**src/rtl/sbsh_pkg.sv**
```systemverilog
`timescale 1ns / 1ps
// ----------------------------------------------------------------------------
// sbsh_pkg
// Algorithm codes, seeds and shift amounts for the selectable byte stream
// hash unit.
// ----------------------------------------------------------------------------
package sbsh_pkg;

    typedef logic [1:0]  alg_t;
    typedef logic [7:0]  byte_t;
    typedef logic [31:0] hash_t;

    localparam alg_t ALG_PJW   = 2'd0;
    localparam alg_t ALG_DJB2  = 2'd1;
    localparam alg_t ALG_SDBM  = 2'd2;
    localparam alg_t ALG_SHIFT = 2'd3;

    localparam alg_t ALG_RESET = ALG_DJB2;

    localparam hash_t DJB_SEED  = 32'd5381;
    localparam hash_t ZERO_SEED = 32'd0;

    localparam int DJB_SHIFT     = 5;
    localparam int SDBM_SHIFT_LO = 6;
    localparam int SDBM_SHIFT_HI = 16;
    localparam int SHIFT_ONE     = 1;
    localparam int PJW_SHIFT     = 4;
    localparam int PJW_FOLD      = 24;

    localparam hash_t PJW_KEEP = 32'h0FFF_FFFF;

    function automatic hash_t seed_of(input alg_t alg);
        return (alg == ALG_DJB2) ? DJB_SEED : ZERO_SEED;
    endfunction

endpackage

```
**src/rtl/sbsh_step.sv**
```systemverilog
`timescale 1ns / 1ps
// ----------------------------------------------------------------------------
// sbsh_step
// One hash update: folds a byte into the running value with the selected
// algorithm. Pure combinational logic.
// ----------------------------------------------------------------------------
module sbsh_step (
    input  sbsh_pkg::alg_t  alg,
    input  sbsh_pkg::hash_t hash_in,
    input  sbsh_pkg::byte_t data_in,
    output sbsh_pkg::hash_t hash_out
);
    import sbsh_pkg::*;

    hash_t byte_ext;
    hash_t pjw_sum;

    assign byte_ext = {24'd0, data_in};
    assign pjw_sum  = (hash_in << PJW_SHIFT) + byte_ext;

    always_comb begin
        case (alg)
            ALG_PJW: begin
                hash_out = (pjw_sum ^ {24'd0, pjw_sum[31:28], 4'd0}) & PJW_KEEP;
            end
            ALG_DJB2: begin
                hash_out = (hash_in + (hash_in << DJB_SHIFT)) ^ byte_ext;
            end
            ALG_SDBM: begin
                hash_out = byte_ext + (hash_in << SDBM_SHIFT_LO)
                         + (hash_in << SDBM_SHIFT_HI) - hash_in;
            end
            default: begin
                hash_out = (hash_in << SHIFT_ONE) ^ byte_ext;
            end
        endcase
    end

endmodule

```
**src/rtl/selectable_byte_stream_hash_unit.sv**
```systemverilog
`timescale 1ns / 1ps
// ----------------------------------------------------------------------------
// selectable_byte_stream_hash_unit
// Byte stream hash with four selectable algorithms (PJW, DJB2 xor, SDBM,
// shift-one xor). Emits the hash on the last byte of each message.
// A byte is held in the input register, and the hash of a last byte in the output register.
// Throughput: one byte per cycle while no last byte is stalled (see below).
// A last byte holds in the input register while the output register is full
// and not taken.
// Reset: algorithm returns to DJB2, no message in progress, both registers empty.
// ----------------------------------------------------------------------------
module selectable_byte_stream_hash_unit (
    input  logic            aclk,
    input  logic            aresetn,

    input  logic            cfg_valid,
    output logic            cfg_ready,
    input  sbsh_pkg::alg_t  cfg_data,

    input  logic            s_valid,
    output logic            s_ready,
    input  sbsh_pkg::byte_t s_data_byte,
    input  logic            s_last_byte,

    output logic            m_valid,
    input  logic            m_ready,
    output sbsh_pkg::hash_t m_digest
);
    import sbsh_pkg::*;

    alg_t  alg_reg;
    hash_t acc_reg,  acc_next;
    logic  mid_reg,  mid_next;

    logic  in_valid_reg, in_valid_next;
    byte_t in_byte_reg;
    logic  in_last_reg;

    logic  out_valid_reg, out_valid_next;
    hash_t out_hash_reg;

    hash_t start_hash;
    hash_t step_hash;
    logic  in_fire;
    logic  out_load;

    assign cfg_ready = 1'b1;

    // advance the input register unless a last byte is blocked by a full output
    assign in_fire  = in_valid_reg && (!in_last_reg || !out_valid_reg || m_ready);
    assign out_load = in_fire && in_last_reg;
    assign s_ready  = !in_valid_reg || in_fire;

    assign start_hash = mid_reg ? acc_reg : seed_of(alg_reg);

    sbsh_step u_step (
        .alg      (alg_reg),
        .hash_in  (start_hash),
        .data_in  (in_byte_reg),
        .hash_out (step_hash)
    );

    always_comb begin
        acc_next       = acc_reg;
        mid_next       = mid_reg;
        in_valid_next  = in_valid_reg;
        out_valid_next = out_valid_reg;
        if (in_fire) begin
            acc_next      = step_hash;
            mid_next      = !in_last_reg;
            in_valid_next = 1'b0;
        end
        if (s_valid && s_ready) begin
            in_valid_next = 1'b1;
        end
        if (m_valid && m_ready) begin
            out_valid_next = 1'b0;
        end
        if (out_load) begin
            out_valid_next = 1'b1;
        end
    end

    always_ff @(posedge aclk) begin
        if (!aresetn) begin
            alg_reg       <= ALG_RESET;
            mid_reg       <= 1'b0;
            in_valid_reg  <= 1'b0;
            out_valid_reg <= 1'b0;
        end else begin
            if (cfg_valid && cfg_ready) begin
                alg_reg <= cfg_data;
            end
            mid_reg       <= mid_next;
            in_valid_reg  <= in_valid_next;
            out_valid_reg <= out_valid_next;
        end
    end

    always_ff @(posedge aclk) begin
        acc_reg <= acc_next;
        if (s_valid && s_ready) begin
            in_byte_reg <= s_data_byte;
            in_last_reg <= s_last_byte;
        end
        if (out_load) begin
            out_hash_reg <= step_hash;
        end
    end

    assign m_valid  = out_valid_reg;
    assign m_digest = out_hash_reg;

    a_last_ends_message: assert property (@(posedge aclk) disable iff (!aresetn)
        in_fire && in_last_reg |=> !mid_reg)
        else $error("message still open after last byte");

    a_byte_opens_message: assert property (@(posedge aclk) disable iff (!aresetn)
        in_fire && !in_last_reg |=> mid_reg)
        else $error("message not open after non-last byte");

    a_result_from_last: assert property (@(posedge aclk) disable iff (!aresetn)
        $rose(m_valid) |-> $past(in_fire && in_last_reg))
        else $error("result appeared without a last byte");

    a_stall_only_when_full: assert property (@(posedge aclk) disable iff (!aresetn)
        in_valid_reg && !in_fire |-> in_last_reg && m_valid && !m_ready)
        else $error("input register stalled with room downstream");

endmodule

```
**config.mk**
```make
export PLATFORM = sky130hd
export DESIGN_NAME = selectable_byte_stream_hash_unit
export DESIGN_NICKNAME = d
export VERILOG_FILES = /design/src/rtl/sbsh_pkg.sv /design/src/rtl/sbsh_step.sv /design/src/rtl/selectable_byte_stream_hash_unit.sv
export SDC_FILE = /design/constraint.sdc
export NUM_CORES = 1
export LEC_CHECK = 0
export BUFFER_PORTS_ARGS = -buffer_cell sky130_fd_sc_hd__buf_4
export CORE_AREA = 2 2 117 119
export CTS_BUF_LIST = sky130_fd_sc_hd__clkbuf_16
export CTS_CLUSTER_DIAMETER = 40
export DETAILED_ROUTE_END_ITERATION = 6
export DIE_AREA = 0 0 119 121
export GPL_TIMING_DRIVEN = 0
export PLACE_DENSITY = 0.77
export SETUP_SLACK_MARGIN = 0.1
export SLEW_MARGIN = 15
export SYNTH_ARGS = -nofsm -noshare
export SYNTH_HDL_FRONTEND = slang
export SYNTH_SLANG_ARGS = --single-unit
```
**constraint.sdc**
```tcl
create_clock -name aclk -period 5.1 [get_ports aclk]
set_input_delay 0.51 -clock aclk [delete_from_list [all_inputs] [get_ports aclk]]
set_output_delay 0.51 -clock aclk [all_outputs]
set_load 0.005 [all_outputs]
```
Word-level counts from Yosys, hierarchy flattened
Cells that the tools add are included.
{"block": "word_totals", "n_memories": 0, "inputBits": 16, "rom_bits": 0, "latch_bits": 0, "output_inout_bits": 35, "register_bits": 78, "mem_bits_rw": 0, "elab_cells": 38}
{"block": "classes", "n_addsub": 5, "bitwise": 3, "n_lt_le_gt_ge": 0, "eq_ne": 2, "n_reduce_logical": 13, "shift": 0, "muxes": 7, "mul": 0, "div": 0}
{"cell": "$pmux 32 s3", "n": 1}
{"cell": "$add 32x32->32", "n": 2}
{"cell": "$xor 32x8->32", "n": 2}
{"cell": "$add 32x8->32", "n": 1}
{"cell": "$add 8x32->32", "n": 1}
{"cell": "$mux 32", "n": 1}
{"cell": "$sub 32x32->32", "n": 1}
{"cell": "$xor 28x8->28", "n": 1}
{"cell": "$mux 13", "n": 1}
{"cell": "$logic_and 1x1->1", "n": 4}
{"cell": "$mux 1", "n": 4}
{"cell": "$reduce_bool 2->1", "n": 2}
{"cell": "$logic_not 1->1", "n": 3}
{"cell": "$logic_or 1x1->1", "n": 3}
{"cell": "$eq 2x1->1 const B", "n": 1}
{"cell": "$eq 2x2->1 const B", "n": 1}
{"cell": "$logic_not 2->1", "n": 1}

Longest topological paths before layout
Gate-level depths: netlist (run 1).
{"block": "logic_depth", "depth_word": 7, "ltp_mapped": 18, "depth_no_buf": 14}

By module
A second synthesis (run 1) with hierarchy kept.
{"block": "unflattened", "cells_unflattened": 792, "hier_area_um2": 7677.4}
{"mod": "sbsh_step", "cells_per_inst": 657, "n_inst": 1, "seq_area_each_um2": 0.0, "area_each_um2": 5026.1}
{"mod": "selectable_byte_stream_hash_unit", "cells_per_inst": 135, "n_inst": 1, "seq_area_each_um2": 2292.2, "area_each_um2": 2651.3}

Worst setup path after synthesis (run 1)
OpenSTA, ideal clock, no wires.
{"block": "synth_path", "kind": "input-to-reg", "start": "input port m_ready", "end": "register out_hash_reg[0] (netlist: m_digest[0]) (enable)", "arrival_time_ns": 4.071, "cell_stages": 4, "path_buffers": 0, "required_time_ns": 4.713, "setup_time_ns": 0.387, "setup_slack_ns": 0.642, "cell_sequence": "nor2b_1 -> a21boi_0 -> nand2_1 -> inv_1"}
{"block": "synth_via", "elab_chain_len": 3}
{"element": "from (decl)", "line_no": "selectable_byte_stream_hash_unit.sv:26", "rtl": "input logic m_ready,"}
{"element": "$logic_or 1x1->1", "line_no": "selectable_byte_stream_hash_unit.sv:50", "rtl": "assign in_fire = in_valid_reg && (!in_last_reg || !out_valid_reg || m_ready);"}
{"element": "$logic_and 1x1->1", "line_no": "selectable_byte_stream_hash_unit.sv:50"}
{"element": "via in_fire", "line_no": "selectable_byte_stream_hash_unit.sv:44", "rtl": "logic in_fire;"}
{"element": "$logic_and 1x1->1", "line_no": "selectable_byte_stream_hash_unit.sv:51", "rtl": "assign out_load = in_fire && in_last_reg;"}
{"element": "via out_load", "line_no": "selectable_byte_stream_hash_unit.sv:45", "rtl": "logic out_load;"}
{"element": "to (signal assigned)", "line_no": "selectable_byte_stream_hash_unit.sv:107", "rtl": "out_hash_reg <= step_hash;"}
{"element": "to (decl)", "line_no": "selectable_byte_stream_hash_unit.sv:40", "rtl": "hash_t out_hash_reg;"}
The timed path passes the listed nets, and every way through them passes these cells.
A chain may end at the register's enable or synchronous reset.

Final worst setup path (run 1)
{"block": "layout_path", "start": "register alg_reg[1]", "end": "register out_hash_reg[22] (netlist: m_digest[22]) (data pin)"}
{"block": "layout_via", "elab_chain_len": 7, "word_cells_on_any_way": 13, "classes_between": "5 x add/sub; 2 x eq/ne; 3 x mux; 2 x bitwise; 1 x reduce/logical"}
{"element": "from (decl)", "line_no": "selectable_byte_stream_hash_unit.sv:31", "rtl": "alg_t alg_reg;"}
{"element": "from (signal assigned)", "line_no": "selectable_byte_stream_hash_unit.sv:92", "rtl": "alg_reg <= cfg_data;"}
{"element": "$eq 2x1->1", "line_no": "sbsh_pkg.sv:33, sbsh_step.sv:22"}
{"element": "$mux 13", "line_no": "sbsh_pkg.sv:33", "rtl": "return (alg == ALG_DJB2) ? DJB_SEED : ZERO_SEED;"}
{"element": "$mux 32", "line_no": "selectable_byte_stream_hash_unit.sv:54", "rtl": "assign start_hash = mid_reg ? acc_reg : seed_of(alg_reg);"}
{"element": "$add 8x32->32", "line_no": "sbsh_step.sv:30", "rtl": "hash_out = byte_ext + (hash_in << SDBM_SHIFT_LO)"}
{"element": "$add 32x32->32", "line_no": "sbsh_step.sv:31", "rtl": "+ (hash_in << SDBM_SHIFT_HI) - hash_in;"}
{"element": "$sub 32x32->32", "line_no": "sbsh_step.sv:31"}
{"element": "$pmux 32 s3 *", "line_no": "sbsh_step.sv:22", "rtl": "case (alg)"}
{"element": "via step_hash[22]", "line_no": "selectable_byte_stream_hash_unit.sv:43", "rtl": "hash_t step_hash;"}
The timed path passes the listed nets; every way through them passes the cells marked *.

==> results of run 1 <==
-- cells by family after synthesis --
kind of cell | count (synthesis)
AOI/OAI and AO/OA | 237
xor gates and xnor gates | 91
adders and majority gates | 92
buffers and inverters | 95
DFF | 78
muxes | 14
other | 1
and+or+nand+nor | 231
-- final cells by class --
type                       instances  area share
multi-input combinational        666       0.582
timing repair buffer              51      0.0460
clock buffer                       9      0.0257
buffer                            23      0.0150
inverter                          71      0.0305
tap                              176      0.0252
clock inverter                     7      0.0137
sequential                        78       0.262
-- final timing paths --
kind | endpoint | startpoint | slack [ns] | cells after the start
setup / recovery | m_digest[22] | alg_reg[1] | 0.21 | 13
hold / removal | in_byte_reg[4] | s_data_byte[4] | 0.34 | 1
setup reg to reg | m_digest[22] | alg_reg[1] | 0.21 | 13
hold reg to reg | in_valid_reg | in_valid_reg | 0.57 | 2
-- routing by layer --
layer	vias to the layer above	global-route usage	share of wire
met3	105	0.0705	0.096
met1	3276	0.429	0.39
met4	0	0.190	0.065
li1	3210	-	-
met5	-	0	0
met2	436	0.526	0.45
-- cells in the final DEF (no fill, tap or decap), types with 5 or more instances in the layout --
| cell | n |
|---|---|
| mux4_2 | 6 |
| nor2_1 | 47 |
| a31oi_1 | 8 |
| clkbuf_16 | 9 |
| a32oi_1 | 5 |
| mux2i_1 | 5 |
| nand4_1 | 10 |
| fa_1 | 18 |
| dfxtp_1 | 5 |
| nand2b_1 | 10 |
| o21ai_0 | 40 |
| xor2_1 | 30 |
| or3_1 | 5 |
| nor2b_1 | 6 |
| xnor2_1 | 61 |
| clkbuf_1 | 15 |
| ha_1 | 74 |
| and3_1 | 10 |
| a211oi_1 | 12 |
| buf_4 | 51 |
| a21o_1 | 28 |
| nand2_1 | 74 |
| o211ai_1 | 16 |
| a21oi_1 | 56 |
| o21a_1 | 9 |
| and2_1 | 13 |
| edfxtp_1 | 73 |
| inv_1 | 70 |
| a41oi_1 | 5 |
| o21bai_1 | 5 |
| nand3_1 | 23 |
| nor3_1 | 13 |
-- through the flow --
step           hold WS [ns]  cell area [um2]
2_1_floorplan         0.512             7720
3_5_place_dp          0.518             8350
5_1_grt               0.337             8750
6_report              0.342             8750
3_3_place_gp          0.510             8310
4_1_cts               0.343             8710
-- where the power goes --
part           switching (W)  internal, W
Sequential         0.0000272     0.000765
Combinational       0.000660     0.000420
Clock               0.000256     0.000479
Total               0.000944      0.00166
-- cell usage after synthesis (all sizes together) (3+ instances only) --
library cell / number / share of area
edfxtp: 73 / 0.28
mux4: 6 / 0.017
a21boi: 4 / 0.0039
and2: 15 / 0.012
fa: 18 / 0.047
and3: 10 / 0.0081
mux2i: 5 / 0.0065
a21o: 29 / 0.028
a32oi: 5 / 0.0057
nand4b: 3 / 0.0034
o22ai: 4 / 0.0032
buf: 5 / 0.0044
nand2b: 10 / 0.0081
a22oi: 3 / 0.0029
o21ai: 43 / 0.028
or3: 7 / 0.0070
nor3b: 3 / 0.0036
nand2: 76 / 0.038
a221oi: 6 / 0.0084
mux2: 3 / 0.0044
nand3: 23 / 0.015
inv: 71 / 0.035
xnor2: 61 / 0.069
o21bai: 5 / 0.0049
dfxtp: 5 / 0.013
o21a: 9 / 0.0087
nor2: 48 / 0.024
o221ai: 4 / 0.0045
clkbuf: 19 / 0.013
xor2: 30 / 0.034
nor2b: 6 / 0.0049
a211oi: 12 / 0.012
a2bb2oi: 3 / 0.0034
o211ai: 16 / 0.016
nor4: 3 / 0.0032
nand4: 10 / 0.0081
o211a: 4 / 0.0052
a41oi: 5 / 0.0057
a31oi: 9 / 0.0073
nor3: 13 / 0.0084
ha: 74 / 0.12
a21oi: 58 / 0.038
-- timing repair --
action                                  in CTS  in global routing
endpoints found under the hold margin        0                  0
gates resized for setup                      3                  5
endpoints found under the setup margin      34                 14
pin swaps                                    0                  1
buffers inserted                             0                  1
==> metrics, run 1 <==
status=completed; drt first pass iters=5; fin worst setup slack=0.214 ns; # diodes=0; type of origin of the critical path=flop; sequential share of the synthesized area=0.297; Vias/cell=6.50; FILL cells=1055; WL per Instance=22.0 um; Worst Hold Class=primary input to flop; Finished Layout Cells=1081; synth unique cells=72; H-tree Lvls=3; wire length of the first global-routing pass=36400 um; worst skew pair latency=0.34 ns; Buf+Inv Stages, Crit Path=1; crit path kind=flop to flop; Final Cycle Share=0.958; CTS tree=done; Post-Synth Simple-Gate Area=0.147; final setup fails=0; Tightest Pin Transition=0.828 ns; Avg Inst Size Synth=9.21 um2; Tot Pwr=0.00261 W; skew final=0.00596 ns; vias in the first global route=6553; DR iter-0 viols=713; initial antenna violation count=0; CTS sink count=78; CTS root buf=clkbuf_16; number of flops mapped to enable cells by yosys=73; Worst setup EP type=flop; Synth Warn #=0; CP max-delay cell=a21oi_1; largest net degree at the start of global routing=34; core area=13100 um2; Max Root-Sink Buffers=2; CP delay by family, top=compound AO/OA/AOI/OAI gates; Synthesized Nets=947; area grow syn2layout=13.3%; Synth Area in XOR/XNOR=0.103; CP cell instances=clkbuf_1, nor3b_4, a21oi_1, ha_1, ha_1, a211oi_1, o211a_1, o31ai_2, o21ai_0, a311oi_1, xor2_1, a21oi_1, a221oi_1; relative slew slack=0.448; slowest cell delay on critical path=0.63 ns; post-synthesis adder-cell area fraction=0.167; # IOs=51; total CTS buffers=9; routed vias=7027; RD Place Congestion=1.01; area of the multi-input gates=5090 um2; Leak=3.79 nW; drt drc=0; Port Buffers=49; CP arrival=4.97 ns; Placed Instances=1065; die area=14400 um2; Mapped Area=7720 um2; final net count=1008; Critical Path RT=5.18 ns; Die Y=121 um; Hold Fails Final Rpt=0; GRT Overall Usage=0.334; Setup TNS Final=0 ns; Routed Antenna Nets=0; Final min period=4.89 ns; Site Rows=42; GR Overflow Total=0; DP HPWL=18700 um; main flop type after synthesis=edfxtp_1; complex-gate fraction of the synthesized area=0.206; max-slew violation count=0; Synth async-reset ratio=0; Worst Path Max Fanout=8; dpl ws=-0.574 ns; Power Density=298 nW/um2; Starting Density=0.590; unrepaired setup endpoints after global routing=false; Post-CTS Hold Buffers=0; layout cells sized above 1=0.117; final wirelength=23800 um; final core occ=0.669; largest family of logic cells by synthesized area=compound AO/OA/AOI/OAI gates; Peak VDD IR=0.212 mV; fmax=205 MHz; FF+latch area=2290 um2; max cap viols=0; Post-Synthesis Cells=839; clock-pin slew on the worst setup and hold paths=0.06 ns; die width=119 um; post-synthesis mux area share=0.0283; number of synthesized register bits=78
No activity file was read; power rests on OpenSTA's default activity.
==> inputs of run 2 (changes only) <==
--- a/config.mk
+++ b/config.mk
@@ -6,13 +6,13 @@
 export NUM_CORES = 1
 export LEC_CHECK = 0
 export BUFFER_PORTS_ARGS = -buffer_cell sky130_fd_sc_hd__buf_4
-export CORE_AREA = 2 2 117 119
+export CORE_AREA = 2 2 114 116
 export CTS_BUF_LIST = sky130_fd_sc_hd__clkbuf_16
 export CTS_CLUSTER_DIAMETER = 40
 export DETAILED_ROUTE_END_ITERATION = 6
-export DIE_AREA = 0 0 119 121
+export DIE_AREA = 0 0 116 118
 export GPL_TIMING_DRIVEN = 0
-export PLACE_DENSITY = 0.77
+export PLACE_DENSITY = 0.8
 export SETUP_SLACK_MARGIN = 0.1
 export SLEW_MARGIN = 15
 export SYNTH_ARGS = -nofsm -noshare
==> metrics, run 2 (same netlist as run 1, synthesis figures left out) <==
status=completed (unchanged); WL per Instance=25.4 um (was 22.0 um); Critical Path RT=5.19 ns (was 5.18 ns); relative slew slack=0.378 (was 0.448); wire length of the first global-routing pass=41600 um (was 36400 um); total CTS buffers=9 (unchanged); CP arrival=4.98 ns (was 4.97 ns); placed cell areas=8350 um2 (about the same); area grow syn2layout=13.2% (was 13.3%); combinational share of power=0.426 (was 0.414); Final min period=4.89 ns (about the same); Vias/cell=6.88 (was 6.50); routed wl met3=2880 um (was 2290 um); Final Cycle Share=0.959 (was 0.958); skew final=0.00597 ns (was 0.00596 ns); Worst setup EP type=flop (unchanged); Reg2Reg Setup Slack=0.21 ns (about the same); drt first pass iters=6 (was 5); Max Used Layer=met4 (unchanged); clock-pin slew on the worst setup and hold paths=0.06 ns (about the same); DP HPWL=20900 um (was 18700 um); vias in the first global route=7237 (was 6553); CTS root buf=clkbuf_16 (unchanged); fin worst setup slack=0.210 ns (was 0.214 ns); commonest non-fill, non-tap cell in the layout=ha_1; core area=12400 um2 (was 13100 um2); final setup fails=0 (unchanged); fmax=204 MHz (was 205 MHz); fin area=8740 um2 (was 8750 um2); layout cells sized above 1=0.117 (about the same); # diodes=0 (unchanged); unrepaired setup endpoints after global routing=false (unchanged); CTS sink count=78 (unchanged); H-tree Lvls=3 (unchanged); DR iter-0 viols=978 (was 713); sw frac=0.377 (was 0.362); routed vias=7407 (was 7027); Die Y=118 um (was 121 um); area of the multi-input gates=5100 um2 (was 5090 um2); final net count=1007 (was 1008); Starting Density=0.622 (was 0.590); max cap viols=0 (unchanged); Site Rows=41 (was 42); final wirelength=27400 um (was 23800 um); Clock Power Share=0.277 (was 0.282); max-slew violation count=0 (unchanged); largest net degree at the start of global routing=34 (unchanged); Placed Instances=1061 (was 1065); cell internal pwr=0.00166 W (about the same); die width=116 um (was 119 um); met2 routed WL=12500 um (was 10700 um); Routed Antenna Nets=0 (unchanged); hold slack=0.339 ns (was 0.342 ns); GRT Overall Usage=0.410 (was 0.334); Leak=3.78 nW (was 3.79 nW); Peak VDD IR=0.320 mV (was 0.212 mV); CTS tree=done (unchanged); dpl ws=-0.359 ns (was -0.574 ns); final core occ=0.704 (was 0.669); Worst Path Max Fanout=8 (unchanged); Port Buffers=49 (unchanged); Sequential Power Share=0.298 (was 0.304); drt drc=0 (unchanged); RD Place Congestion=1.02 (was 1.01); # IOs=51 (unchanged); initial antenna violation count=0 (unchanged); Power Density=305 nW/um2 (was 298 nW/um2); Finished Layout Cells=1076 (was 1081); crit path kind=flop to flop (unchanged); die area=13700 um2 (was 14400 um2); worst skew pair latency=0.35 ns (was 0.34 ns); type of origin of the critical path=flop (unchanged); Worst Hold Class=primary input to flop (unchanged); Psw=0.00101 W (was 0.000944 W); FILL cells=960 (was 1055); Tightest Pin Transition=0.933 ns (was 0.828 ns); Hold Fails Final Rpt=0 (unchanged); most frequent cells in the layout=74 x ha_1, 73 x nand2_1, 73 x edfxtp_1 (was 74 x nand2_1, 74 x ha_1, 73 x edfxtp_1); Max Root-Sink Buffers=2 (unchanged); GR Overflow Total=0 (unchanged); FF+latch area=2290 um2 (unchanged); wl on met1=10400 um (was 9250 um)
run 2: cell types whose count changed in the layout (fill, tap and decap cells not counted):
cell and delta:
o41ai_4 +1, buf_4 -1, a311oi_1 -1, a311oi_2 +1
nor3b_2 +1, clkinv_4 -2, nand2_2 +1, nor3b_4 -1
clkinvlp_4 +1, clkinv_1 -1, inv_1 +2, nand2_1 -1
o41ai_2 -1
run 2: area by class of cell:
class | count | area share
multi-input cells | 666 | 0.584
clock inverters | 7 | 0.0130
inverters | 71 | 0.0305
repair buffers | 50 | 0.0452
flip-flops and latches | 78 | 0.262
plain buffers | 23 | 0.0150
clock buffers | 9 | 0.0258
well taps | 172 | 0.0246
run 2: routing by layer:
layer | vias to the layer above | global-route usage
met5 | - | 0
met4 | 0 | 0.204
met3 | 130 | 0.111
met2 | 523 | 0.644
met1 | 3559 | 0.517
li1 | 3195 | -
run 2: worst paths after layout:
path,from,to,cells after the start
hold reg to reg,in_valid_reg,in_valid_reg,2
hold / removal,s_data_byte[6],in_byte_reg[6],1
setup / recovery,alg_reg[1],m_digest[25],15
setup reg to reg,alg_reg[1],m_digest[25],15
run 2: power by group through the flow:
stage	clock (W)	combinational, W	sequential, W
after detailed placement	0	0.00106	0.000805
after floorplan	0	0.000726	0.000799
final	0.000738	0.00114	0.000795
after global routing	0.000763	0.00121	0.000797
after global placement	0	0.00103	0.000804
after CTS	0.000734	0.00108	0.000792
run 2: worst max-delay path: stages, from the launching register on:
cell and delay [ns]:
dfxtp_1 0.30, clkbuf_1 0.42, nor3b_2 0.22, a21oi_2 0.36
inv_1 0.25, nand2b_1 0.14, ha_1 0.22, fa_1 0.27
a211oi_1 0.12, o21ai_0 0.46, nand3_1 0.17, a21oi_1 0.53
a221oi_4 0.17, nor3_1 0.22, mux2_2 0.39, o221ai_1 0.40
run 2: metrics by stage:
stage	power [W]	TNS, ns
4_1_cts	0.00261	0
2_1_floorplan	0.00152	0
3_3_place_gp	0.00183	-31.73
6_report	0.00267	0
3_5_place_dp	0.00187	-2.77
5_1_grt	0.00277	0
run 2: what timing repair did:
action                                 in CTS  in global routing
cloned                                      0                  0
gates resized for setup                     4                  6
pin swaps                                   0                  0
endpoints found under the hold margin       0                  0
setup buffers                               0                  0
hold buffers                                0                  0
setup endpoints to repair                  24                 18
==> inputs of run 3 (changes only) <==
--- a/config.mk
+++ b/config.mk
@@ -17,4 +17,5 @@
 export SLEW_MARGIN = 15
 export SYNTH_ARGS = -nofsm -noshare
 export SYNTH_HDL_FRONTEND = slang
+export SYNTH_HIERARCHICAL = 1
 export SYNTH_SLANG_ARGS = --single-unit
==> metrics, run 3 <==
largest net degree at the start of global routing=19 (was 34); Setup TNS Final=0 ns (unchanged); clock-pin slew on the worst setup and hold paths=0.07 ns (was 0.06 ns); Synth async-reset ratio=0 (unchanged); Tightest Pin Transition=1.00 ns (was 0.933 ns); max-slew violation count=0 (unchanged); initial antenna violation count=0 (unchanged); vias in the first global route=6539 (was 7237); Port Buffers=49 (unchanged); Starting Density=0.618 (was 0.622); relative slew slack=0.330 (was 0.378); area grow syn2layout=12.6% (was 13.2%); complex-gate fraction of the synthesized area=0.185 (was 0.206); largest family of logic cells by synthesized area=compound AO/OA/AOI/OAI gates (unchanged); Leak=3.65 nW (was 3.78 nW); main flop type after synthesis=edfxtp_1 (unchanged); worst min-delay path startpoint=aresetn (was s_data_byte[6]); Synth Warn #=6 (was 0); WL per Instance=22.7 um (was 25.4 um); Post-CTS Hold Buffers=0 (unchanged); crit path kind=flop to flop (unchanged); Routed Antenna Nets=0 (unchanged); CTS sink count=78 (unchanged); Post-Synth Simple-Gate Area=0.137 (was 0.147); unrepaired setup endpoints after global routing=false (unchanged); Vias/cell=6.42 (was 6.88); most instantiated library cell after synthesis=inv_1; Mapped Area=7680 um2 (was 7720 um2); final wirelength=23500 um (was 27400 um); post-synthesis adder-cell area fraction=0.173 (was 0.167); Worst Hold Class=primary input to flop (unchanged); CP arrival=4.77 ns (was 4.98 ns); number of flops mapped to enable cells by yosys=73 (unchanged); Worst Setup SP=mid_reg (was alg_reg[1]); Die Y=118 um (unchanged); GR Overflow Total=0 (unchanged); Synthesized Nets=902 (was 947); Critical Path RT=5.16 ns (was 5.19 ns); Synth area leaders=edfxtp_1 29%, ha_1 12%, xnor2_1 6.8% (was edfxtp_1 28%, ha_1 12%, xnor2_1 6.9%); hold path depth=2 (was 1); reg2reg path depth=15 (unchanged); drt drc=0 (unchanged); skew final=0.00960 ns (was 0.00597 ns); wire length of the first global-routing pass=36100 um (was 41600 um); H-tree Lvls=3 (unchanged); Peak VDD IR=0.232 mV (was 0.320 mV); type of origin of the critical path=flop (unchanged); die area=13700 um2 (unchanged); max cap viols=0 (unchanged); Worst setup EP type=flop (unchanged); Final min period=4.71 ns (was 4.89 ns); final net count=966 (was 1007); Post-Synthesis Cells=792 (was 839); post-synth top area share=0.286 (was 0.284); total CTS buffers=9 (unchanged); fmax=212 MHz (was 204 MHz); # IOs=51 (unchanged); synth unique cells=77 (was 72); CTS tree=done (unchanged); Synth Area in XOR/XNOR=0.100 (was 0.103); number of synthesized register bits=78 (unchanged); most frequent cells in the layout=82 x inv_1, 74 x ha_1, 73 x edfxtp_1 (was 74 x ha_1, 73 x nand2_1, 73 x edfxtp_1); Worst Path Max Fanout=10 (was 8); # diodes=0 (unchanged); Avg Inst Size Synth=9.69 um2 (was 9.21 um2); RD Place Congestion=0.956 (was 1.02); worst skew pair latency=0.35 ns (about the same); Reg-to-Reg Start=mid_reg (was alg_reg[1]); die width=116 um (unchanged); Final Cycle Share=0.924 (was 0.959); Power Density=259 nW/um2 (was 305 nW/um2); routed vias=6629 (was 7407); sequential share of the synthesized area=0.299 (was 0.297); post-synthesis mux area share=0.0504 (was 0.0283); DR iter-0 viols=770 (was 978); final setup fails=0 (unchanged); layout cells sized above 1=0.143 (was 0.117); commonest non-fill, non-tap cell in the layout=inv_1 (was ha_1); Site Rows=41 (unchanged); drt first pass iters=7 (was 6); Commonest cells post-synth=83 x inv_1, 74 x ha_1, 73 x edfxtp_1, 60 x xnor2_1, 52 x a21oi_1 (was 74 x ha_1, 74 x nand2_1, 73 x edfxtp_1, 71 x inv_1, 61 x xnor2_1); fin area=8640 um2 (was 8740 um2); CTS root buf=clkbuf_16 (unchanged); placed cell areas=8330 um2 (was 8350 um2); status=completed (unchanged); Hold Fails Final Rpt=0 (unchanged); Max Root-Sink Buffers=2 (unchanged); leading area contributor after synthesis=edfxtp_1 (unchanged); core area=12400 um2 (unchanged); DP HPWL=17900 um (was 20900 um); GRT Overall Usage=0.355 (was 0.410)
-- run 3: timing repair --
action	in CTS	in global routing
setup endpoints to repair	2	10
buffers inserted	0	2
resized for setup	1	4
-- run 3: metal layers --
layer	GRT usage	wire, um	vias to the layer above
li1	-	-	3010
met4	0.173	977	0
met3	0.0572	2390	81
met2	0.550	10800	423
met1	0.481	9310	3115
met5	0	0	-
-- run 3: cell type report --
class,count,area [um2]
tap,172,215
timing repair buffer,53,438
fill,940,3770
sequential,78,2290
buffer,20,118
multi-input combinational,611,4980
clock buffer,9,225
clock inverter,7,55.1
inverter,83,315
-- run 3: through the flow --
stage	hold WS [ns]	std cells	utilization	setup WS (ns)	power [W]
after global routing	0.323	1033	0.696	0.198	0.00234
after detailed placement	0.501	1015	0.671	0.100	0.00160
after floorplan	0.451	792	-	1.14	0.00138
after CTS	0.319	1031	0.694	0.107	0.00222
final	0.327	1033	0.696	0.389	0.00224
after global placement	0.477	1013	0.665	0.00716	0.00157
-- run 3: worst max-delay path, stage by stage (launching register included) --
cell,delay [ns]
dfxtp_2,0.44
clkbuf_4,0.28
and2_2,0.30
clkinvlp_4,0.15
ha_1,0.35
ha_1,0.24
fa_1,0.44
a21oi_1,0.23
nor2_1,0.10
o31a_1,0.34
o211a_1,0.26
o31ai_2,0.39
a21oi_1,0.19
or2_0,0.28
a2111oi_2,0.35
a211oi_2,0.08
-- run 3: logic make-up after synthesis --
family,Yosys count
and+or+nand+nor,206
muxes,21
DFF,78
adders and majority gates,94
other,1
AOI/OAI and AO/OA,201
buffers and inverters,103
xor gates and xnor gates,88
-- run 3: worst paths after layout --
kind / end / slack, ns
worst max-delay path: m_digest[27] / 0.39
worst min-delay path: alg_reg[0] / 0.33
worst max register to register: m_digest[27] / 0.39
worst min register to register: m_valid / 0.53
-- run 3: report_power, final --
part | total (W) | internal (W) | switching, W
combinational | 0.000849 | 0.000346 | 0.000503
sequential | 0.000771 | 0.000756 | 0.0000150
clock | 0.000616 | 0.000334 | 0.000282
total | 0.00224 | 0.00144 | 0.000799
